**config.mk**
```make
export PLATFORM = sky130hd
export DESIGN_NAME = imu_sie_sqrt
export DESIGN_NICKNAME = d
export VERILOG_FILES = /design/src/rtl/imu_sie_pkg.sv /design/src/rtl/imu_sie_sqrt.sv
export SDC_FILE = /design/constraint.sdc
export NUM_CORES = 1
export LEC_CHECK = 0
export BUFFER_PORTS_ARGS = -buffer_cell sky130_fd_sc_hd__buf_2
export CAP_MARGIN = 0
export CORE_MARGIN = 2
export CORE_UTILIZATION = 40
export CTS_CLUSTER_DIAMETER = 120
export DETAILED_ROUTE_END_ITERATION = 16
export GPL_ROUTABILITY_DRIVEN = 0
export GPL_TIMING_DRIVEN = 1
export MAX_ROUTING_LAYER = met4
export PLACE_DENSITY = 0.69
export SLEW_MARGIN = 20
export SYNTH_ARGS = -nofsm -noshare
export SYNTH_HDL_FRONTEND = slang
export SYNTH_SLANG_ARGS = --single-unit
```
**constraint.sdc**
```tcl
create_clock -name clock -period 2.95 [get_ports clock]
set_clock_uncertainty 0.2 [all_clocks]
set_input_delay 0.295 -clock clock [delete_from_list [all_inputs] [get_ports clock]]
set_output_delay 0.295 -clock clock [all_outputs]
set_load 0.1 [all_outputs]
```
**src/rtl/imu_sie_pkg.sv**
```systemverilog
// Shared types, constants and helper functions of the IMU static initialization estimator.
package imu_sie_pkg;

   localparam int COUNT_BITS  = 16;
   localparam int IN_BITS     = 32;
   localparam int SAMPLE_BITS = 40;
   localparam int WORD_BITS   = 48;
   localparam int VAR_BITS    = 47;
   localparam int SQ_BITS     = 60;
   localparam int GRAV_BITS   = 24;
   localparam int MIN_BITS    = 16;
   localparam int CSR_BITS    = 24;
   localparam int RATIO_BITS  = 41;
   localparam int NUM_AXES    = 6;
   localparam int AXIS_BITS   = 3;
   localparam int NUM_ACC     = 3;

   localparam int MUL_A_BITS   = 64;
   localparam int MUL_B_BITS   = 48;
   localparam int MUL_P_BITS   = MUL_A_BITS + MUL_B_BITS;
   localparam int MUL_CNT_BITS = $clog2(MUL_B_BITS);

   localparam int DIV_N_BITS   = 64;
   localparam int DIV_D_BITS   = 32;
   localparam int DIV_CNT_BITS = $clog2(DIV_N_BITS);

   localparam int SQRT_X_BITS   = 64;
   localparam int SQRT_R_BITS   = 32;
   localparam int SQRT_REM_BITS = SQRT_R_BITS + 2;
   localparam int SQRT_CNT_BITS = $clog2(SQRT_R_BITS);

   localparam logic [COUNT_BITS-1:0] COUNT_MAX       = '1;
   localparam logic [VAR_BITS-1:0]   VAR_MAX         = '1;
   localparam logic [GRAV_BITS-1:0]  GRAVITY_RESET   = 24'd642908;
   localparam logic [MIN_BITS-1:0]   MIN_COUNT_RESET = 16'd20;

   localparam logic CSR_GRAVITY   = 1'b0;
   localparam logic CSR_MIN_COUNT = 1'b1;

   typedef enum logic [3:0] {
      ST_IDLE,
      ST_MEAN_DIV,
      ST_SQ_MUL,
      ST_KEEP_DIV,
      ST_CEIL_DIV,
      ST_TERM_DIV,
      ST_CHECK,
      ST_NORM_MUL,
      ST_SQRT,
      ST_RATIO_DIV,
      ST_GRAV_MUL,
      ST_GRAV_DIV,
      ST_VAR_MUL1,
      ST_VAR_MUL2,
      ST_EMIT
   } state_type;

   typedef enum logic [2:0] {
      KIND_STATUS,
      KIND_GRAVITY,
      KIND_BIAS,
      KIND_ACC_VAR,
      KIND_GYR_VAR
   } kind_type;

   // Rounds a product of a variance and a Q16.16 ratio back to Q24.24 and saturates.
   function automatic logic [VAR_BITS-1:0] round_sat(input logic [MUL_P_BITS-1:0] p);
      logic [MUL_P_BITS-1:0] t;
      t = p + MUL_P_BITS'(32768);
      if (t[MUL_P_BITS-1:VAR_BITS+16] != '0) begin
         round_sat = VAR_MAX;
      end else begin
         round_sat = t[VAR_BITS+15:16];
      end
   endfunction

endpackage

```
**src/rtl/imu_sie_sqrt.sv**
```systemverilog
// Digit-by-digit integer square root, one root bit per cycle.
module imu_sie_sqrt
   import imu_sie_pkg::*;
(
   input  logic                   clock,
   input  logic                   reset,
   input  logic                   start,
   input  logic [SQRT_X_BITS-1:0] radicand,
   output logic                   done,
   output logic [SQRT_R_BITS-1:0] root
);

   logic                     busy_ff, busy_in;
   logic                     done_ff, done_in;
   logic [SQRT_CNT_BITS-1:0] cnt_ff, cnt_in;
   logic [SQRT_X_BITS-1:0]   rad_ff, rad_in;
   logic [SQRT_REM_BITS-1:0] rem_ff, rem_in;
   logic [SQRT_R_BITS-1:0]   root_ff, root_in;
   logic [SQRT_REM_BITS+1:0] shifted;
   logic [SQRT_REM_BITS+1:0] trial;
   logic [SQRT_REM_BITS+1:0] diff;
   logic                     fits;

   always_comb begin
      shifted = {rem_ff, rad_ff[SQRT_X_BITS-1:SQRT_X_BITS-2]};
      trial   = {2'b00, root_ff, 2'b01};
      diff    = shifted - trial;
      fits    = shifted >= trial;
      busy_in = busy_ff;
      done_in = 1'b0;
      cnt_in  = cnt_ff;
      rad_in  = rad_ff;
      rem_in  = rem_ff;
      root_in = root_ff;
      if (start) begin
         busy_in = 1'b1;
         cnt_in  = '0;
         rad_in  = radicand;
         rem_in  = '0;
         root_in = '0;
      end else if (busy_ff) begin
         rem_in  = fits ? diff[SQRT_REM_BITS-1:0] : shifted[SQRT_REM_BITS-1:0];
         root_in = {root_ff[SQRT_R_BITS-2:0], fits};
         rad_in  = {rad_ff[SQRT_X_BITS-3:0], 2'b00};
         cnt_in  = cnt_ff + 1'b1;
         if (cnt_ff == SQRT_CNT_BITS'(SQRT_R_BITS - 1)) begin
            busy_in = 1'b0;
            done_in = 1'b1;
         end
      end
   end

   always_ff @(posedge clock) begin
      if (reset) begin
         busy_ff <= 1'b0;
         done_ff <= 1'b0;
         cnt_ff  <= '0;
      end else begin
         busy_ff <= busy_in;
         done_ff <= done_in;
         cnt_ff  <= cnt_in;
      end
      rad_ff  <= rad_in;
      rem_ff  <= rem_in;
      root_ff <= root_in;
   end

   assign done = done_ff;
   assign root = root_ff;

endmodule

```
==> impl_metrics.tcl, run 1 <==
set metrics [dict create \
    run_status "finished clean" \
    die_x_um 139 \
    met2_length_mm 8.69 \
    grt_overflow 0 \
    num_vias 5902 \
    yosysUniqueCellTypes 55 \
    cts_tree "built" \
    cts-root-buf "clkbuf_16" \
    grt_max_degree 126 \
    crit_fanout 13 \
    antenna_found_initial 2 \
    pwr-share-clk 0.222 \
    fin_setup_tns_ns 0 \
    worstSetupStartpoint "root[3]$_SDFFE_PP0P_" \
    timing.rr.end "rem_ff[7]$_SDFFE_PP0P_" \
    hold_class "in2reg" \
    critPathArrivalTime_ns 3.03 \
    max_freq_mhz 346 \
    ys_seq_elements 137 \
    synth_ff_type "dfxtp_1" \
    power_leakage_nw 4.13 \
    ys_warn_count 0 \
    p_int_mw 6.14 \
    grtUsageTotal 0.182 \
    setup_viol 0 \
    highest_layer "met4" \
    layout.cells.non_filler 1154 \
    switching_share 0.381 \
    period_share 0.979 \
    crit_type "reg2reg" \
    drt_first_iter_violations 244 \
    hold_viol 0 \
    area_growth_pct 39.3 \
    fillCellCount 1501 \
    layout.nets 1013 \
    die_y_um 139 \
    critical_path.endpoint "rem_ff[7]$_SDFFE_PP0P_" \
    syn-num-nets 809 \
    routedWlPerCell_um 15.4 \
    timing.rr.start "root[3]$_SDFFE_PP0P_" \
    drv_cap 0 \
    first_pass_iters 4 \
    yosysTopAreaCell "edfxtp_1" \
    dp_cells 1044 \
    fp.coreArea_sq_mm 0.0180 \
    cts_buffers 17 \
    pwr-share-seq 0.245 \
    rr_worst_depth 12 \
    ff2ff_setup_slack_ns 0.06 \
    avgSynthCellArea_sq_um 10.4 \
    path_clk_slew_ns 0.06 \
    syn-cell-area_sq_mm 0.00732 \
    ant_nets 0 \
    synth_area_leaders "edfxtp_1, dfxtp_1, mux2_2, ha_1, mux2i_1" \
    tritoncts_num_sinks 137 \
    drc 0 \
    start_util 0.407 \
    wirelength_mm 17.8 \
    tightest_slew_ns 0.820 \
    fp-row-count 49 \
    slew_viol_final 0 \
    required_ns 3.09 \
    io_buffers 99 \
    critPathLaunchType "flop" \
    p_sw_mw 3.78 \
    netlist.area_leader.share 0.263 \
    power.density_mw_per_mm2 972 \
    dpl.hpwl_mm 10.7 \
    ys_seq_area_frac 0.462 \
    fin_crit_ns 2.89 \
    synth-edff-count 64 \
    max_slew_margin 0.453 \
    layout-drive-gt1-share 0.375 \
    insertion_delay_ns 0.42 \
    route.met3.wl_um 854 \
    grt_pass1_vias 5750 \
    met1_length_mm 8.05 \
    die-area_sq_mm 0.0194 \
    ios 100 \
    grt_pass1_wl_mm 28.0 \
    async_flop_share 0 \
    rsz0062_at_grt "yes" \
    htreeDepth 4 \
    ir_drop_uv 692 \
    cts_buffer_depth 2 \
    cp-end-kind "flop" \
    combPwrFrac 0.533 \
    vias_per_cell 5.11 \
    postSynthCellCount 706 \
]
==> area by class of cell <==
class	instances	area [sq um]	area share
diodes	2	5.00	0.000491
clock buffers	17	425	0.0417
clock inverters	15	179	0.0175
inverters	40	150	0.0147
multi-input cells	495	4030	0.395
flip-flops and latches	137	3500	0.343
well taps	229	287	0.0281
repair buffers	219	1620	0.159
==> state kept, by name, summed over array words and instances (netlist names) <==
signal	cells
done	1
busy_ff	1
cnt_ff	5
root	32
rem_ff	34
rad_ff	64
==> per-stage QoR <==
step	total power, mW	setup WS [ns]	hold slack [ns]	util	cell area (sq um)
final	9.92	0.0616	0.176	0.568	10200
after global routing	10.5	-0.0699	0.183	0.568	10200
after CTS	9.12	-0.00444	0.160	0.545	9790
after detailed placement	6.74	-0.0477	0.269	0.473	8510
after global placement	6.70	0.0362	0.260	0.473	8510
after floorplan	5.72	-0.0247	0.167	-	7530
==> synthesized netlist by cell type (all sizes together), types with 4 or more instances <==
master / number
buf: 17
ha: 36
o21ai: 26
clkbuf: 17
mux2: 62
a21oi: 53
xnor2: 19
o21bai: 6
dfxtp: 73
edfxtp: 64
inv: 40
and2: 5
o21a: 4
mux2i: 41
a211oi: 26
nor3: 6
nand3: 6
xor2: 14
nor2: 99
nand2b: 8
nand2: 27
nand4: 4
a21o: 14
==> logic make-up (layout without fill, tap and decap cells) <==
family                     count (synthesis)  in the layout  synth area share
other                                      0              2                 0
muxes                                    103            103             0.151
AOI/OAI and AO/OA                        158            158             0.145
DFF                                      137            137             0.462
buffers and inverters                     74            291            0.0431
and+or+nand+nor                          165            165            0.0968
xor gates and xnor gates                  33             33            0.0395
adders and majority gates                 36             36            0.0615
==> what timing repair did <==
item                                    in CTS  in global routing
hold endpoints to repair                    66                  0
pin swaps                                    1                 22
gates resized for setup                      4                 51
buffers inserted                             1                  9
endpoints found under the setup margin      15                 33
cloned                                       0                  1
hold buffers                                65                  0
==> cells in the final DEF, fill, tap and decap left out, types with 3 or more instances in the layout <==
master,count
buf_2,98
nor2_1,97
dlygate4sd3_1,65
edfxtp_1,64
mux2_2,62
buf_4,51
a21oi_1,47
dfxtp_1,40
mux2i_1,39
inv_1,31
dfxtp_4,30
nand2_1,26
ha_1,21
xnor2_1,19
a211oi_1,18
o21ai_0,18
clkbuf_16,18
ha_4,15
a21o_1,14
xor2_1,14
inv_2,9
a211oi_2,7
nand2b_1,7
o21ai_1,7
o21bai_1,5
a21oi_2,5
nor3_1,5
inv_6,5
inv_8,5
o21a_1,4
nand4_1,4
nand3_1,3
o22ai_1,3
and2_1,3
nor2b_1,3
a31oi_1,3
a32oi_1,3
buf_12,3
dfxtp_2,3
==> worst max-delay path, stage by stage (launching register included) <==
cell and delay [ns]:
dfxtp_4 0.36, inv_2 0.04, ha_4 0.27, nand4_1 0.18, a211oi_4 0.30, o21ai_2 0.10
o211ai_2 0.10, a21oi_2 0.09, and2_4 0.17, o31a_4 0.32, buf_12 0.16, o31a_1 0.30
a211oi_2 0.21
==> power groups by stage <==
stage	registers (mW)	clock network [mW]	logic [mW]
global route	2.45	2.33	5.75
finish	2.43	2.20	5.29
detailed placement	2.43	0	4.30
floorplan	2.44	0	3.28
global placement	2.43	0	4.27
CTS	2.40	2.25	4.47
==> metal layers <==
metal	vias up	global-route usage
li1	2952	-
met1	2799	0.228
met2	136	0.297
met3	15	0.0516
met4	0	0.0346
met5	-	-
==> worst min path at each step <==
| stage | slack, ns | depth (start not counted) | startpoint | end |
|---|---|---|---|---|
| final | 0.18 | 4 | start | rem_ff[0]$_SDFFE_PP0P_ |
| after global routing | 0.18 | 4 | start | rem_ff[0]$_SDFFE_PP0P_ |
| after CTS | 0.16 | 4 | start | rem_ff[0]$_SDFFE_PP0P_ |
| after detailed placement | 0.27 | 2 | rem_ff[0]$_SDFFE_PP0P_ | rem_ff[0]$_SDFFE_PP0P_ |
| after global placement | 0.26 | 2 | rem_ff[0]$_SDFFE_PP0P_ | rem_ff[0]$_SDFFE_PP0P_ |
| after floorplan | 0.17 | 1 | reset | busy_ff$_SDFF_PP0_ |
Note: power is estimated with default switching activity, not from simulation.
==> run 2, diff against run 1 <==
- PLACE_DENSITY: 0.69 -> not set
==> run 2 against run 1 <==
Against the previous run: final cell count up 0.35%; largest power group unchanged; core utilization down 0.13 points; global-route usage up 0.72 points; sequential share of layout area up 0.092 points.
==> impl_metrics.tcl, run 2 (synthesis gave the netlist of run 1 again) <==
set metrics [dict create \
    layout.cells.non_filler 1158 \
    critPathArrivalTime_ns 3.07 \
    fin_crit_ns 2.93 \
    multi_input_area_sq_mm 0.00401 \
    cts_buffer_depth 2 \
    grt_max_degree 126 \
    grtUsageTotal 0.189 \
    tritoncts_num_sinks 137 \
    setup_viol 0 \
    layout.nets 1019 \
    period_share 0.994 \
    critPathLaunchType "flop" \
    fp-row-count 49 \
    io_buffers 99 \
    hold_viol 0 \
    grt_overflow 0 \
    wirelength_mm 17.7 \
    crit_type "reg2reg" \
    first_pass_iters 4 \
    vias_per_cell 5.15 \
    die-area_sq_mm 0.0194 \
    fp.coreArea_sq_mm 0.0180 \
    layout-drive-gt1-share 0.377 \
    cts_tree "built" \
    crit_fanout 31 \
    tightest_slew_ns 0.792 \
    hold_class "reg2reg" \
    drt_first_iter_violations 261 \
    max_freq_mhz 341 \
    mostFrequentLayoutCells "nor2_1, buf_2, dlygate4sd3_1, edfxtp_1, mux2_2" \
    min_from "rem_ff[16]$_SDFFE_PP0P_" \
    fillCellCount 1512 \
    dpl.hpwl_mm 11.1 \
    ant_nets 0 \
    start_util 0.407 \
    largest_reg_flops 64 \
    regArea_sq_mm 0.00350 \
    grt_pass1_vias 6088 \
    cts_buffers 17 \
    timing.rr.start "root[16]$_SDFFE_PP0P_" \
    drv_cap 0 \
    dp_cells 1048 \
    required_ns 3.09 \
    power_leakage_nw 4.13 \
    run_status "finished clean" \
    n_antenna_cell 0 \
    die_y_um 139 \
    area_growth_pct 39.0 \
    grt_pass1_wl_mm 29.2 \
    antenna_found_initial 0 \
    hold_slack_ns 0.299 \
    slew_viol_final 0 \
    total_power_mw 9.70 \
    cts-root-buf "clkbuf_16" \
    cp-end-kind "flop" \
    num_vias 5960 \
    top_register "rad_ff" \
    max_slew_margin 0.472 \
    routedWlPerCell_um 15.3 \
    ios 100 \
    die_x_um 139 \
    path_clk_slew_ns 0.07 \
    htreeDepth 4 \
    drc 0 \
    worstSetupStartpoint "root[16]$_SDFFE_PP0P_" \
    ir_drop_uv 589 \
    power.density_mw_per_mm2 954 \
    rsz0062_at_grt "yes" \
    insertion_delay_ns 0.42 \
    fin_setup_tns_ns 0 \
]
## run 2: routing by layer
layer | global-route usage | part of all wire
met5 | - | 0
met4 | 0.0739 | 0.019
met3 | 0.0416 | 0.040
met2 | 0.307 | 0.50
met1 | 0.231 | 0.44
## run 2: critical path: stages (launching register included)
cell and delay, ns:
dfxtp_4 0.36, inv_1 0.04, ha_1 0.28, nand4_1 0.24
buf_4 0.24, o211ai_2 0.20, a21oi_2 0.09, and2_1 0.18
o31a_4 0.31, buf_12 0.17, o31a_1 0.32, a211oi_2 0.21
## run 2: worst paths after layout
check                                  to  slack, ns  depth (start not counted)
setup reg to reg   rem_ff[7]$_SDFFE_PP0P_       0.02                         11
setup / recovery   rem_ff[7]$_SDFFE_PP0P_       0.02                         11
hold reg to reg   rem_ff[16]$_SDFFE_PP0P_       0.30                          2
hold / removal    rem_ff[16]$_SDFFE_PP0P_       0.30                          2
## run 2: area by class of cell
type / count / share of cell area
sequential: 137 / 0.344
multi-input combinational: 495 / 0.394
inverter: 40 / 0.0148
clock buffer: 17 / 0.0418
tap: 229 / 0.0282
clock inverter: 15 / 0.0156
timing repair buffer: 225 / 0.161
## run 2: stage by stage
step / worst slack, ns / util / instance area [sq um]
after floorplan: -0.0247 / - / 7530
after global placement: 0.0254 / 0.474 / 8520
after detailed placement: -0.0634 / 0.474 / 8520
after CTS: 0.000318 / 0.548 / 9850
after global routing: -0.0655 / 0.566 / 10200
final: 0.0165 / 0.566 / 10200
## run 2: timing repair
item,CTS,global route
setup buffers,3,9
pin swaps,3,25
hold buffers,66,0
hold endpoints to repair,67,0
resized for setup,10,40
endpoints found under the setup margin,14,34
## run 2: power by group
part	switching [mW]	leakage [nW]	internal, mW
Clock	0.919	0.283	1.19
Sequential	0.186	1.27	2.24
Combinational	2.60	2.59	2.56
==> run 3, diff against run 2 <==
- CAP_MARGIN: 0 -> 20
- PLACE_DENSITY_LB_ADDON: not set -> 0.15
==> run 3 against run 2 <==
Against the previous run: sequential power is essentially flat; maximum frequency grew 0.72%; largest power group unchanged; setup slack improved by 0.021 ns; sequential share of layout area down 0.29 points.
==> impl_metrics.tcl, run 3 (synthesis gave the netlist of run 1 again) <==
set metrics [dict create \
    first_pass_iters 4 \
    power_leakage_nw 4.19 \
    ios 100 \
    cts_buffer_depth 2 \
    num_vias 5958 \
    pwr-share-clk 0.211 \
    final_common_cell "buf_2" \
    period_share 0.987 \
    largest_reg_flops 64 \
    slew_viol_final 0 \
    setup_viol 0 \
    ir_drop_uv 795 \
    mostFrequentLayoutCells "buf_2, nor2_1, dlygate4sd3_1, edfxtp_1, mux2_2" \
    combPwrFrac 0.551 \
    crit_type "reg2reg" \
    area_growth_pct 40.3 \
    max_freq_mhz 343 \
    htreeDepth 4 \
    p_sw_mw 3.82 \
    p_int_mw 6.39 \
    insertion_delay_ns 0.43 \
    n_antenna_cell 0 \
    top_register "rad_ff" \
    die_y_um 139 \
    required_ns 3.09 \
    run_status "finished clean" \
    hold_class "in2reg" \
    layout-drive-gt1-share 0.388 \
    routedWlPerCell_um 15.4 \
    die_x_um 139 \
    cts_tree "built" \
    grt_pass1_wl_mm 29.7 \
    critPathArrivalTime_ns 3.05 \
    cts_buffers 17 \
    vias_per_cell 5.13 \
    pwr-share-seq 0.238 \
    critPathLaunchType "flop" \
    fin_setup_tns_ns 0 \
    die-area_sq_mm 0.0194 \
    fin_crit_ns 2.91 \
    hold_viol 0 \
    start_util 0.407 \
    switching_share 0.374 \
    post-route-util 0.571 \
    ant_nets 0 \
    path_clk_slew_ns 0.07 \
    io_buffers 99 \
    tritoncts_num_sinks 137 \
    antenna_found_initial 0 \
    grt_max_degree 126 \
    grt_overflow 0 \
    cts-root-buf "clkbuf_16" \
    drc 0 \
    tightest_slew_ns 0.797 \
    drv_cap 0 \
    fillCellCount 1552 \
    fp-row-count 49 \
    layout.nets 1022 \
    grtUsageTotal 0.193 \
    rsz0062_at_grt "yes" \
    fp.coreArea_sq_mm 0.0180 \
    total_power_mw 10.2 \
    power.density_mw_per_mm2 995 \
    crit_fanout 4 \
    drt_first_iter_violations 209 \
    wirelength_mm 17.8 \
    cp-end-kind "flop" \
    dpl.hpwl_mm 11.0 \
    hold_slack_ns 0.182 \
    grt_pass1_vias 6107 \
    max_slew_margin 0.468 \
]
-- run 3: per-stage QoR --
step           setup slack, ns  std cells  cell area, sq um
6_report                0.0376       1161             10300
5_1_grt                 -0.103       1161             10300
4_1_cts                -0.0492       1157             10000
3_5_place_dp           -0.0317       1050              8550
3_3_place_gp           -0.0190       1050              8550
2_1_floorplan          -0.0247        706              7530
-- run 3: routing by layer --
metal	GRT usage	up-vias	wire, um
met5	-	-	0
met4	0.0473	0	223
met3	0.0557	23	730
met2	0.314	116	8760
met1	0.237	2851	8120
li1	-	2968	-
-- run 3: worst max-delay path, stage by stage (launching register included) --
cell and delay, ns:
dfxtp_4 0.35, inv_4 0.04, ha_4 0.21, buf_6 0.12
o21a_1 0.20, a21o_1 0.24, o21ai_2 0.17, o211ai_2 0.11
a21oi_2 0.17, buf_4 0.14, nor2_4 0.04, o41ai_4 0.33
xnor2_1 0.19, mux2i_1 0.11, a211oi_1 0.20
-- run 3: worst paths after layout --
check | depth (start not counted) | slack (ns) | to | startpoint
max reg2reg | 14 | 0.04 | rem_ff[30]$_SDFFE_PP0P_ | root[4]$_SDFFE_PP0P_
min | 5 | 0.18 | rem_ff[4]$_SDFFE_PP0P_ | start
max | 14 | 0.04 | rem_ff[30]$_SDFFE_PP0P_ | root[4]$_SDFFE_PP0P_
min reg2reg | 2 | 0.30 | rem_ff[24]$_SDFFE_PP0P_ | rem_ff[24]$_SDFFE_PP0P_
-- run 3: repair_timing --
item,CTS,global route
gates cloned,2,0
pin swaps,10,28
setup endpoints to repair,6,35
endpoints found under the hold margin,66,0
setup buffers,8,4
hold buffers,65,0
resized for setup,14,46
-- run 3: area by class of cell --
cell class	count	area, sq um	area share
clock inverter	14	159	0.0155
inverter	40	153	0.0149
multi-input combinational	495	4020	0.391
sequential	137	3500	0.341
clock buffer	18	429	0.0418
tap	229	287	0.0279
timing repair buffer	228	1720	0.168
-- run 3: power by group through the flow --
stage	Combinational (mW)	Sequential, mW	Clock (mW)
after CTS	5.09	2.41	2.20
after detailed placement	4.38	2.43	0
after global placement	4.33	2.43	0
after floorplan	3.28	2.44	0
after global routing	6.11	2.45	2.29
final	5.63	2.43	2.16
