**config.mk**
```make
export PLATFORM = sky130hd
export DESIGN_NAME = imu_sie_div
export DESIGN_NICKNAME = d
export VERILOG_FILES = /design/src/rtl/imu_sie_pkg.sv /design/src/rtl/imu_sie_div.sv
export SDC_FILE = /design/constraint.sdc
export NUM_CORES = 1
export LEC_CHECK = 0
export ABC_AREA = 1
export CAP_MARGIN = 20
export CELL_PAD_IN_SITES_DETAIL_PLACEMENT = 2
export CELL_PAD_IN_SITES_GLOBAL_PLACEMENT = 2
export CORE_MARGIN = 3
export CORE_UTILIZATION = 38
export DETAILED_ROUTE_END_ITERATION = 12
export DONT_BUFFER_PORTS = 1
export PLACE_DENSITY_LB_ADDON = 0.1
export SYNTH_ARGS = -nofsm -noshare
export SYNTH_HDL_FRONTEND = slang
export SYNTH_SLANG_ARGS = --single-unit
```
**constraint.sdc**
```tcl
create_clock -name clock -period 8.35 [get_ports clock]
set_clock_uncertainty 0.2 [all_clocks]
set_input_delay 0.4175 -clock clock [delete_from_list [all_inputs] [get_ports clock]]
set_output_delay 0.4175 -clock clock [all_outputs]
set_load 0.05 [all_outputs]
```
**src/rtl/imu_sie_pkg.sv**
```systemverilog
// Shared types, constants and helper functions of the IMU static initialization estimator.
package imu_sie_pkg;

   localparam int COUNT_BITS  = 16;
   localparam int IN_BITS     = 32;
   localparam int SAMPLE_BITS = 40;
   localparam int WORD_BITS   = 48;
   localparam int VAR_BITS    = 47;
   localparam int SQ_BITS     = 60;
   localparam int GRAV_BITS   = 24;
   localparam int MIN_BITS    = 16;
   localparam int CSR_BITS    = 24;
   localparam int RATIO_BITS  = 41;
   localparam int NUM_AXES    = 6;
   localparam int AXIS_BITS   = 3;
   localparam int NUM_ACC     = 3;

   localparam int MUL_A_BITS   = 64;
   localparam int MUL_B_BITS   = 48;
   localparam int MUL_P_BITS   = MUL_A_BITS + MUL_B_BITS;
   localparam int MUL_CNT_BITS = $clog2(MUL_B_BITS);

   localparam int DIV_N_BITS   = 64;
   localparam int DIV_D_BITS   = 32;
   localparam int DIV_CNT_BITS = $clog2(DIV_N_BITS);

   localparam int SQRT_X_BITS   = 64;
   localparam int SQRT_R_BITS   = 32;
   localparam int SQRT_REM_BITS = SQRT_R_BITS + 2;
   localparam int SQRT_CNT_BITS = $clog2(SQRT_R_BITS);

   localparam logic [COUNT_BITS-1:0] COUNT_MAX       = '1;
   localparam logic [VAR_BITS-1:0]   VAR_MAX         = '1;
   localparam logic [GRAV_BITS-1:0]  GRAVITY_RESET   = 24'd642908;
   localparam logic [MIN_BITS-1:0]   MIN_COUNT_RESET = 16'd20;

   localparam logic CSR_GRAVITY   = 1'b0;
   localparam logic CSR_MIN_COUNT = 1'b1;

   typedef enum logic [3:0] {
      ST_IDLE,
      ST_MEAN_DIV,
      ST_SQ_MUL,
      ST_KEEP_DIV,
      ST_CEIL_DIV,
      ST_TERM_DIV,
      ST_CHECK,
      ST_NORM_MUL,
      ST_SQRT,
      ST_RATIO_DIV,
      ST_GRAV_MUL,
      ST_GRAV_DIV,
      ST_VAR_MUL1,
      ST_VAR_MUL2,
      ST_EMIT
   } state_type;

   typedef enum logic [2:0] {
      KIND_STATUS,
      KIND_GRAVITY,
      KIND_BIAS,
      KIND_ACC_VAR,
      KIND_GYR_VAR
   } kind_type;

   // Rounds a product of a variance and a Q16.16 ratio back to Q24.24 and saturates.
   function automatic logic [VAR_BITS-1:0] round_sat(input logic [MUL_P_BITS-1:0] p);
      logic [MUL_P_BITS-1:0] t;
      t = p + MUL_P_BITS'(32768);
      if (t[MUL_P_BITS-1:VAR_BITS+16] != '0) begin
         round_sat = VAR_MAX;
      end else begin
         round_sat = t[VAR_BITS+15:16];
      end
   endfunction

endpackage

```
**src/rtl/imu_sie_div.sv**
```systemverilog
// Restoring divider that produces one quotient bit per cycle.
module imu_sie_div
   import imu_sie_pkg::*;
(
   input  logic                  clock,
   input  logic                  reset,
   input  logic                  start,
   input  logic [DIV_N_BITS-1:0] numer,
   input  logic [DIV_D_BITS-1:0] denom,
   output logic                  done,
   output logic [DIV_N_BITS-1:0] quotient
);

   logic                    busy_ff, busy_in;
   logic                    done_ff, done_in;
   logic [DIV_CNT_BITS-1:0] cnt_ff, cnt_in;
   logic [DIV_D_BITS-1:0]   den_ff, den_in;
   logic [DIV_D_BITS-1:0]   rem_ff, rem_in;
   logic [DIV_N_BITS-1:0]   quo_ff, quo_in;
   logic [DIV_D_BITS:0]     trial;
   logic [DIV_D_BITS:0]     diff;
   logic                    fits;

   always_comb begin
      trial   = {rem_ff, quo_ff[DIV_N_BITS-1]};
      diff    = trial - {1'b0, den_ff};
      fits    = trial >= {1'b0, den_ff};
      busy_in = busy_ff;
      done_in = 1'b0;
      cnt_in  = cnt_ff;
      den_in  = den_ff;
      rem_in  = rem_ff;
      quo_in  = quo_ff;
      if (start) begin
         busy_in = 1'b1;
         cnt_in  = '0;
         den_in  = denom;
         rem_in  = '0;
         quo_in  = numer;
      end else if (busy_ff) begin
         rem_in = fits ? diff[DIV_D_BITS-1:0] : trial[DIV_D_BITS-1:0];
         quo_in = {quo_ff[DIV_N_BITS-2:0], fits};
         cnt_in = cnt_ff + 1'b1;
         if (cnt_ff == DIV_CNT_BITS'(DIV_N_BITS - 1)) begin
            busy_in = 1'b0;
            done_in = 1'b1;
         end
      end
   end

   always_ff @(posedge clock) begin
      if (reset) begin
         busy_ff <= 1'b0;
         done_ff <= 1'b0;
         cnt_ff  <= '0;
      end else begin
         busy_ff <= busy_in;
         done_ff <= done_in;
         cnt_ff  <= cnt_in;
      end
      den_ff <= den_in;
      rem_ff <= rem_in;
      quo_ff <= quo_in;
   end

   assign done     = done_ff;
   assign quotient = quo_ff;

endmodule

```
==> out/results.tsv, run 1 <==
metric	value	unit
status	completed	
gpl congestion	0.804	
clock share of power	0.399	
Clock Latency Late Sink	440	ps
Register-to-Register Path Depth	13	
Fin Setup TNS	0	ps
Net Switching	677	µW
final WL	39000	µm
Final Core Density	0.473	
GRT Total Usage	0.298	
Arr. time, crit path	4080	ps
Max Cap Violations	0	
Layout fillers	2439	
Pwr Density	193	mW/mm²
Final HPWL DP	19300	µm
CORE AREA	0.0211	mm²
DRC violations left	0	
Syn-to-layout area delta	21.9	%
GR Overflow Total	0	
number of global-route vias before repair	9226	
root buffer cell	clkbuf_16	
Row Count	53	
FF/Latch Area	0.00368	mm²
RSZ-0062 raised after global routing	false	
max-slew violations	0	
Reg clk slew, reported paths	80	ps
switch share	0.352	
cts repair resizes	0	
CTS tree	done	
CTS Hold Bufs	99	
Post-Syn Instances	1146	
port bufs	0	
drt first pass iters	5	
via count	8302	
initial antenna violation count	0	
Peak Freq	0.256	GHz
Avg WL per Cell	25.6	µm
Post-CTS Setup Repair Bufs	0	
yosys warns	0	
Ports	164	
Critical Path Sink Type	flip-flop	
H-tree lvl count	4	
Place WS	4730	ps
type of the worst setup path	reg -> reg	
sequential share of power	0.487	
1st-iter DRT viols	525	
Comb pwr share	0.114	
die area	0.0233	mm²
# clock sinks	136	
Tcrit/Tclk final	0.468	
Peak VDD IR	0.131	mV
Via density	5.45	
Avg Cell Area, Syn	7.14	µm²
Setup Viol. Count Final	0	
largest net degree at the start of global routing	66	
crit-path max FO	34	
hold depth	2	
Fin. Hold Viols	0	
Die X	153	µm
post-synthesis cell type count	33	
first-pass GRT wire length	54100	µm
n_diodes	0	
Max-slew headroom	0.237	
Clock Path Buffers	2	
min cycle time layout	3910	ps
Starting Density	0.388	
total power	1.92	mW
FF+latch count, synth	136	
Syn Nets	1279	
Die Span Y	153	µm
Power Internal	1.24	mW
Critical Path Source Type	flip-flop	
multi-input logic area	0.00365	mm²
Hold/Removal Path Class	in -> reg	
post-synthesis sequential area ratio	0.450	
placed instance area	0.00840	mm²
share of cells above drive strength 1	0.0449	
Num CTS Buffers	17	
Leak	5.04	nW
Post-layout nets	1369	
final worst slack	4440	ps
Worst Max-Slew Pin Slew	1140	ps
cell area after synthesis	0.00818	mm²
Critical Path RT	8520	ps
remaining antenna violation count	0	
Design Area, Final	0.00997	mm²
==> metal layers <==
metal  wire length (µm)  global-route usage  part of all wire  up-vias
met4               1530               0.112             0.039        0
li1                   -                   -                 -     3710
met2              19400               0.537              0.50      366
met3               2690              0.0628             0.069      107
met5                  0                   0                 0        -
met1              15300               0.348              0.39     4119
==> worst paths after layout <==
check	startpoint	end	slack (ps)
setup / recovery	quotient[63]	rem_ff[28]	4440
hold reg to reg	rem_ff[9]	rem_ff[9]	280
hold / removal	start	quotient[49]	30
setup reg to reg	quotient[63]	rem_ff[28]	4440
==> sequential cells by signal (all words and copies together), names as in the netlist <==
register and count:
quotient 64, busy_ff 1, cnt_ff 6, rem_ff 32, done 1, den_ff 32
==> cells by family (layout without fill, tap and decap cells) <==
logic type               count (synthesis)  in the layout  share of synthesized area
AND/OR/NAND/NOR                        708            708                      0.352
adder cells (fa/ha/maj)                 34             34                     0.0529
AO/OA/AOI/OAI                           34             34                     0.0242
buffers and inverters                  220            322                      0.105
XOR/XNOR                                14             14                     0.0150
flip-flops                             136            136                      0.450
==> synthesized netlist by cell type <==
master,n,area [µm²]
nor4_1,1,6.26
nor2_1,50,188
nand2_2,5,31.3
o21ai_0,3,15.0
nand2_1,542,2030
inv_2,4,15.0
nor3_4,1,16.3
and2_1,4,25.0
a21oi_2,1,8.76
buf_2,9,45.0
nand3_1,78,390
o21bai_1,2,15.0
inv_1,185,694
ha_1,33,413
fa_1,1,20.0
edfxtp_1,96,2880
dfxtp_1,40,801
xnor2_1,13,114
a21oi_4,1,16.3
nand3_2,1,10.0
a31oi_1,1,6.26
a21o_1,1,7.51
nand2_4,3,33.8
nand4_1,2,12.5
nor3_1,8,40.0
buf_6,3,33.8
nand3b_1,11,82.6
nor2_2,2,12.5
a21oi_1,24,120
xor2_1,1,8.76
clkbuf_1,13,48.8
o41ai_1,1,8.76
buf_1,6,22.5
==> power groups by stage <==
stage	Clock (mW)	Sequential [mW]	Combinational, mW
final	0.768	0.936	0.219
after global routing	0.798	0.938	0.235
after detailed placement	0	0.939	0.141
after CTS	0.741	0.926	0.194
after global placement	0	0.938	0.133
after floorplan	0	0.925	0.106
==> placed cells by master (no fill, tap or decap), types with 2 or more instances in the layout <==
cell	Yosys	layout
clkinvlp_4	0	4
nand3b_1	11	11
dlygate4sd3_1	0	98
edfxtp_1	96	96
inv_1	185	183
a21oi_1	24	24
dfxtp_1	40	40
o21ai_0	3	3
nand2_1	542	542
nor2_1	50	48
nand4_1	2	2
clkinv_4	0	2
nor3_1	8	8
nand2_2	5	5
nor2_2	2	3
nand2_4	3	3
inv_8	0	2
ha_1	33	33
o21bai_1	2	2
and2_1	4	4
inv_2	4	6
clkbuf_16	0	17
inv_6	0	5
buf_4	0	2
nand3_1	78	78
xnor2_1	13	13
==> worst max-delay path: stages (launching register included) <==
cell	delay, ps
edfxtp_1	690
inv_1	140
ha_1	360
nand2_1	100
nor2_1	60
nand2_1	80
nor2_1	60
nand2_1	80
nand2_2	80
a21oi_4	890
nand2_4	550
nand2_1	260
nand3_1	100
nand2_1	180
==> layout make-up <==
| class | instances | share of cell area |
|---|---|---|
| clock inverters | 14 | 0.0118 |
| clock buffers | 17 | 0.0427 |
| well taps | 275 | 0.0345 |
| flip-flops and latches | 136 | 0.369 |
| multi-input cells | 790 | 0.366 |
| repair buffers | 102 | 0.105 |
| inverters | 189 | 0.0712 |
==> stage by stage <==
| step | instances | hold slack, ps |
|---|---|---|
| final | 1523 | 32.2 |
| after global placement | 1392 | 267 |
| after global routing | 1523 | 24.6 |
| after detailed placement | 1392 | 268 |
| after floorplan | 1146 | 243 |
| after CTS | 1522 | 1.12 |
(Power assumes the default switching activity.)
==> run 2: changes to the inputs <==
--- a/config.mk
+++ b/config.mk
@@ -5,12 +5,12 @@
 export SDC_FILE = /design/constraint.sdc
 export NUM_CORES = 1
 export LEC_CHECK = 0
-export ABC_AREA = 1
+export ABC_AREA = 0
 export CAP_MARGIN = 20
 export CELL_PAD_IN_SITES_DETAIL_PLACEMENT = 2
 export CELL_PAD_IN_SITES_GLOBAL_PLACEMENT = 2
 export CORE_MARGIN = 3
-export CORE_UTILIZATION = 38
+export CORE_UTILIZATION = 41
 export DETAILED_ROUTE_END_ITERATION = 12
 export DONT_BUFFER_PORTS = 1
 export PLACE_DENSITY_LB_ADDON = 0.1
==> constraint.sdc (replaced) <==
create_clock -name clock -period 4.05 [get_ports clock]
set_clock_uncertainty 0.2 [all_clocks]
set_input_delay 0.2025 -clock clock [delete_from_list [all_inputs] [get_ports clock]]
set_output_delay 0.2025 -clock clock [all_outputs]
set_load 0.05 [all_outputs]
==> run 2 against run 1 <==
  * Via count is 28% lower
  * Die area is 15% lower
  * Power is 140% higher
  * Global-route usage is 1.8 points lower
  * Routed wire length is 29% lower
  * Sequential power is 110% higher
  * Core utilization is 5.4 points higher
  * Cell count is 34% lower
  * Count of clock-buffer cells in the layout stayed put
  * Synthesized cell count is 41% lower
  * First-iteration DRC count is 25% lower
  * Setup slack worse by 3900 ps
==> out/results.tsv, run 2 <==
metric	value	unit	change
status	completed		
Avg Cell Area, Syn	11.1	µm²	+56%
Clock Path Buffers	2		unchanged
Post-synth EDFFs	96		unchanged
Fin Setup TNS	0	ps	unchanged
Die Span Y	141	µm	-7.6%
Layout fillers	1699		-30%
final worst slack	502	ps	-3940 ps
delay-heaviest family, CP	compound AO/OA/AOI/OAI gates		
GR Overflow Total	0		unchanged
Reg-to-Reg Start	den_ff[2]		
most frequent cell after synthesis	edfxtp_1		
crit path cell chain	inv_1, ha_1, o21a_1, o31a_1, o2111ai_1, a211oi_2, o21bai_2, a21o_1, buf_12, mux2_1, o22ai_1		
Post-Syn Instances	674		-41%
DRC violations left	0		unchanged
hold depth	1		-1
Critical Path Sink Type	flip-flop		
Pwr Density	489	mW/mm²	+150%
Hold Path Origin	start		
yosys warns	0		unchanged
Peak Freq	0.282	GHz	+10%
total power	4.54	mW	+140%
CTS tree	done		
remaining antenna violation count	0		unchanged
Max-slew headroom	0.509		+0.272
GRT Total Usage	0.280		-0.0184
top cell type's share of synthesized area	0.385		+0.0327
Design Area, Final	0.00927	mm²	-7.0%
Num CTS Buffers	17		unchanged
Post-layout nets	894		-35%
FF/Latch Area	0.00368	mm²	about the same
crit-path max FO	40		+18%
RSZ-0062 raised after global routing	false		
Avg WL per Cell	27.8	µm	+8.8%
cts repair resizes	0		unchanged
FF+latch count, synth	136		unchanged
Setup Viol. Count Final	0		unchanged
largest area contributor in the netlist	edfxtp_1		
Starting Density	0.425		+0.0375
commonest non-fill, non-tap cells in the layout	dlygate4sd3_1 (98), edfxtp_1 (96), mux2_2 (63), nor2_1 (57), inv_1 (51)		
Critical Path RT	4190	ps	-4330 ps
most common cell after layout, fill and taps aside	dlygate4sd3_1		
Hold/Removal Path Class	in -> reg		
placed instance area	0.00764	mm²	-9.0%
via count	5995		-28%
max reg flops	64		unchanged
root buffer cell	clkbuf_16		
Place WS	759	ps	-3970 ps
Tcrit/Tclk final	0.876		+0.408
crit-path max cell delay	470	ps	-420 ps
Clock Latency Late Sink	450	ps	about the same
Register-to-Register Path Depth	11		-2
port bufs	0		unchanged
gpl congestion	0.788		-2.0%
1st-iter DRT viols	395		-25%
max-slew violations	0		unchanged
die area	0.0199	mm²	-15%
Arr. time, crit path	3690	ps	-390 ps
CP max stage cell	o2111ai_1		
Post-Layout Cell Count	1000		-34%
post-synthesis sequential area ratio	0.492		+0.0418
H-tree lvl count	4		unchanged
Post-CTS Setup Repair Bufs	0		unchanged
flop2flop setup slack	500	ps	-3940 ps
CTS Hold Bufs	99		unchanged
cell area after synthesis	0.00748	mm²	-8.5%
Ports	164		unchanged
worst path buffer plus inverter count	2		+1
Leak	3.72	nW	-26%
Synth Flop Type	edfxtp_1		
Area contributors post-synth	edfxtp_1 (39%), dfxtp_1 (11%), mux2_2 (9.5%), ha_1 (5.5%), mux2i_1 (3.1%)		
Synth async-reset ratio	0		unchanged
placed cells	868		-38%
type of the worst setup path	reg -> reg		
Fin. Hold Viols	0		unchanged
largest net degree at the start of global routing	136		+110%
Critical Path Source Type	flip-flop		
Syn-to-layout area delta	23.9	%	
drt first pass iters	5		unchanged
initial antenna violation count	2		+2
worst hold endpoint	den_ff[8]		
number of global-route vias before repair	6846		-26%
multi-input logic area	0.00343	mm²	-5.8%
synth cell count leaders	edfxtp_1 (96), mux2_2 (63), nor2_1 (57)		
first-pass GRT wire length	42500	µm	-21%
Row Count	48		-9.4%
Worst R2R End	rem_ff[1]		
Syn Nets	807		-37%
Via density	6.00		+10%
Die X	141	µm	-7.6%
# clock sinks	136		unchanged
Reg clk slew, reported paths	80	ps	about the same
Peak VDD IR	0.413	mV	+210%
Worst Max-Slew Pin Slew	736	ps	-405 ps
share of cells above drive strength 1	0.145		+0.0998
post-synthesis cell type count	67		+100%
CORE AREA	0.0176	mm²	-17%
min cycle time layout	3550	ps	-363 ps
Max Cap Violations	0		unchanged
final WL	27800	µm	-29%
Final HPWL DP	14900	µm	-23%
## run 2: cell count changes after synthesis, sizes merged, moves of 14 or more
cell	before	now
nand3	79	11
a21o	1	15
o21ai	3	18
nand2	550	31
inv	189	52
mux2i	0	23
mux2	0	64
a211oi	0	25
## run 2: cell type report
type                    instances  share of cell area
repair buffers                103               0.113
flip-flops and latches        136               0.397
clock buffers                  17              0.0459
clock inverters                15              0.0215
multi-input cells             451               0.370
well taps                     225              0.0304
diodes                          1            0.000270
inverters                      52              0.0210
## run 2: logic make-up (layout without fill, tap and decap cells)
logic type,Yosys count,count (layout),share of synthesized area
mux,87,87,0.127
xor+xnor,27,27,0.0316
fa+ha+maj,34,34,0.0578
flops,136,136,0.492
simple gates,163,163,0.111
buf+inv,87,187,0.0490
compound gates,140,140,0.132
other cells,0,1,0
## run 2: how the worst max path moves through the flow
stage                       startpoint         end  slack [ps]  depth (start not counted)
after global routing         den_ff[2]   rem_ff[1]         310                         11
after floorplan           quotient[63]  rem_ff[28]         840                         11
after global placement    quotient[63]  rem_ff[28]         870                         11
after detailed placement     den_ff[1]   rem_ff[1]         760                         11
final                        den_ff[2]   rem_ff[1]         500                         11
after CTS                    den_ff[1]   rem_ff[1]         740                         11
## run 2: per-layer routing
metal | vias up | global-route usage | share of wire
met1 | 3021 | 0.334 | 0.40
met3 | 62 | 0.0919 | 0.064
met2 | 226 | 0.475 | 0.50
li1 | 2684 | - | -
met4 | 2 | 0.0933 | 0.029
met5 | - | 0 | 0.00047
## run 2: metrics by stage
| stage | hold slack [ps] | util |
|---|---|---|
| floorplan | 74.9 | - |
| detailed placement | 74.6 | 0.434 |
| global placement | 69.0 | 0.434 |
| finish | 77.5 | 0.527 |
| CTS | 96.0 | 0.527 |
| global route | 124 | 0.527 |
## run 2: where the power goes
part	switching (mW)	leakage, nW	internal [mW]
clock network	0.805	0.307	0.951
registers	0.339	1.29	1.64
logic	0.461	2.13	0.346
## run 2: worst reg2reg max path, cell delays in order (launching register included)
cell and delay, ps:
edfxtp_1 420, inv_1 130, ha_1 310, o21a_1 230, o31a_1 150, o2111ai_1 480
a211oi_2 190, o21bai_2 250, a21o_1 190, buf_12 270, mux2_1 420, o22ai_1 220
==> run 3: changes to the inputs <==
==> constraint.sdc (replaced) <==
create_clock -name clock -period 3.3 [get_ports clock]
set_clock_uncertainty 0.2 [all_clocks]
set_input_delay 0.165 -clock clock [delete_from_list [all_inputs] [get_ports clock]]
set_output_delay 0.165 -clock clock [all_outputs]
set_load 0.05 [all_outputs]
==> run 3 against run 2 <==
  * The flow now finishes with violations (negative setup slack)
  * Critical path depth shrank 1
  * Setup slack lost 820 ps
  * Critical endpoint is now rem_ff[28]
  * Largest power group unchanged
  * Clock power grew 19%
  * Global-route usage grew 7.3 points
  * Sequential power grew 25%
  * Power grew 31%
  * Via count grew 22%
  * Count of clock-buffer cells in the layout grew 1
  * Sequential share of layout area shrank 3.7 points
  * Core utilization grew 5.5 points
  * Highest routed layer unchanged
  * Maximum frequency shrank 1.9%
==> out/results.tsv, run 3 (same netlist as run 2, synthesis figures left out) <==
metric	value	unit	change
status	finished with violations		
failing checks	negative setup slack		
Pwr Density	581	mW/mm²	+19%
root buffer cell	clkbuf_16		
commonest non-fill, non-tap cells in the layout	dlygate4sd3_1 (161), edfxtp_1 (96), mux2_2 (63), nor2_1 (57), inv_1 (49)		
Avg WL per Cell	38.3	µm	+38%
crit-path max FO	7		-83%
FF/Latch Area	0.00368	mm²	unchanged
Reg clk slew, reported paths	100	ps	+20 ps
Syn-to-layout area delta	36.8	%	
die area	0.0199	mm²	unchanged
CTS tree	done		
GRT Total Usage	0.352		+0.0728
Leak	4.03	nW	+8.2%
Row Count	48		unchanged
initial antenna violation count	6		+4
max-slew violations	0		unchanged
CORE AREA	0.0176	mm²	unchanged
min cycle time layout	3620	ps	+67.3 ps
Arr. time, crit path	3760	ps	+70 ps
Tcrit/Tclk final	1.10		+0.220
largest net degree at the start of global routing	74		-46%
Max Cap Violations	0		unchanged
Layout fillers	1630		-4.1%
Final Core Density	0.582		+0.0548
flop2flop setup slack	-320	ps	-820 ps
Final HPWL DP	15200	µm	+2.1%
drt first pass iters	6		+1
Clock Latency Late Sink	460	ps	about the same
multi-input logic area	0.00366	mm²	+6.4%
final worst slack	-316	ps	-817 ps
Ports	164		unchanged
max reg flops	64		unchanged
Via density	6.73		+12%
total power	5.95	mW	+31%
final WL	41400	µm	+49%
WL met3	4930	µm	+170%
Max Used Layer	met5		
wire length on met2	19000	µm	+36%
RSZ-0062 raised after global routing	true		
type of the worst setup path	reg -> reg		
Setup Viol. Count Final	26		+26
gpl congestion	0.771		-2.2%
Die Span Y	141	µm	unchanged
GR Overflow Total	0		unchanged
Worst R2R End	rem_ff[28]		
Starting Density	0.425		unchanged
# clock sinks	136		unchanged
H-tree lvl count	4		unchanged
Clock Path Buffers	2		unchanged
Fin. Hold Viols	0		unchanged
most common cell after layout, fill and taps aside	dlygate4sd3_1		
share of cells above drive strength 1	0.200		+0.0555
WL met1	16100	µm	+43%
DRC violations left	0		unchanged
Place WS	107	ps	-652 ps
Peak Freq	0.277	GHz	-1.9%
worst hold slack	142	ps	+64.8 ps
Max-slew headroom	0.448		-0.0614
port bufs	0		unchanged
via count	7284		+22%
Post-layout nets	974		+8.9%
critical path startpoint	den_ff[10]		
Critical Path Sink Type	flip-flop		
Reg-to-Reg Start	den_ff[10]		
Hold/Removal Path Class	in -> reg		
Register-to-Register Path Depth	10		-1
Peak VDD IR	0.342	mV	-17%
CP endpoint	rem_ff[28]		
remaining antenna violation count	0		unchanged
number of global-route vias before repair	7467		+9.1%
Worst Max-Slew Pin Slew	829	ps	+92.1 ps
first-pass GRT wire length	52100	µm	+23%
Critical Path Source Type	flip-flop		
Critical Path RT	3450	ps	-740 ps
1st-iter DRT viols	984		+150%
Num CTS Buffers	17		unchanged
Die X	141	µm	unchanged
run 3: worst min path at each step:
stage / start / endpoint / slack [ps] / depth (start not counted)
finish: denom[3] / den_ff[3] / 140 / 1
global placement: reset / busy_ff / 30 / 1
floorplan: reset / busy_ff / 40 / 1
detailed placement: reset / busy_ff / 40 / 1
CTS: denom[23] / den_ff[23] / 140 / 1
global route: denom[3] / den_ff[3] / 130 / 1
run 3: report_power, final:
part	leakage, nW	internal, mW	switching [mW]
logic	2.48	0.588	0.793
registers	1.29	2.01	0.466
clock network	0.263	1.00	1.09
run 3: worst max-delay path: stages, from the launching register on:
cell and delay [ps]:
edfxtp_1 400, inv_1 70, ha_1 480, inv_1 170, nor4_1 580, o31a_1 320, or4b_4 210, a221o_1 290
nor4bb_1 500, nor4_2 90, nor4_2 200
run 3: cell type report:
class                   instances  share of cell area
clock buffers                  18              0.0419
repair buffers                183               0.181
flip-flops and latches        136               0.360
multi-input cells             451               0.357
diodes                          3            0.000733
inverters                      52              0.0191
clock inverters                14              0.0130
well taps                     225              0.0275
run 3: timing repair:
action                     CTS  global route
hold endpoints to repair   168             0
resized for setup            0            52
hold buffers               162             0
setup endpoints to repair    0            33
buffers inserted             0             8
run 3: metrics by stage:
stage	instance area (µm²)	instances	TNS, ps
2_1_floorplan	7480	674	0
3_3_place_gp	7720	876	0
3_5_place_dp	7720	876	0
4_1_cts	9920	1070	0
5_1_grt	10200	1081	-3190
6_report	10200	1082	-2300
run 3: routing by layer:
metal,vias up,global-route usage
li1,2832,-
met1,3734,0.471
met2,599,0.554
met3,113,0.118
met4,6,0.0852
met5,-,0
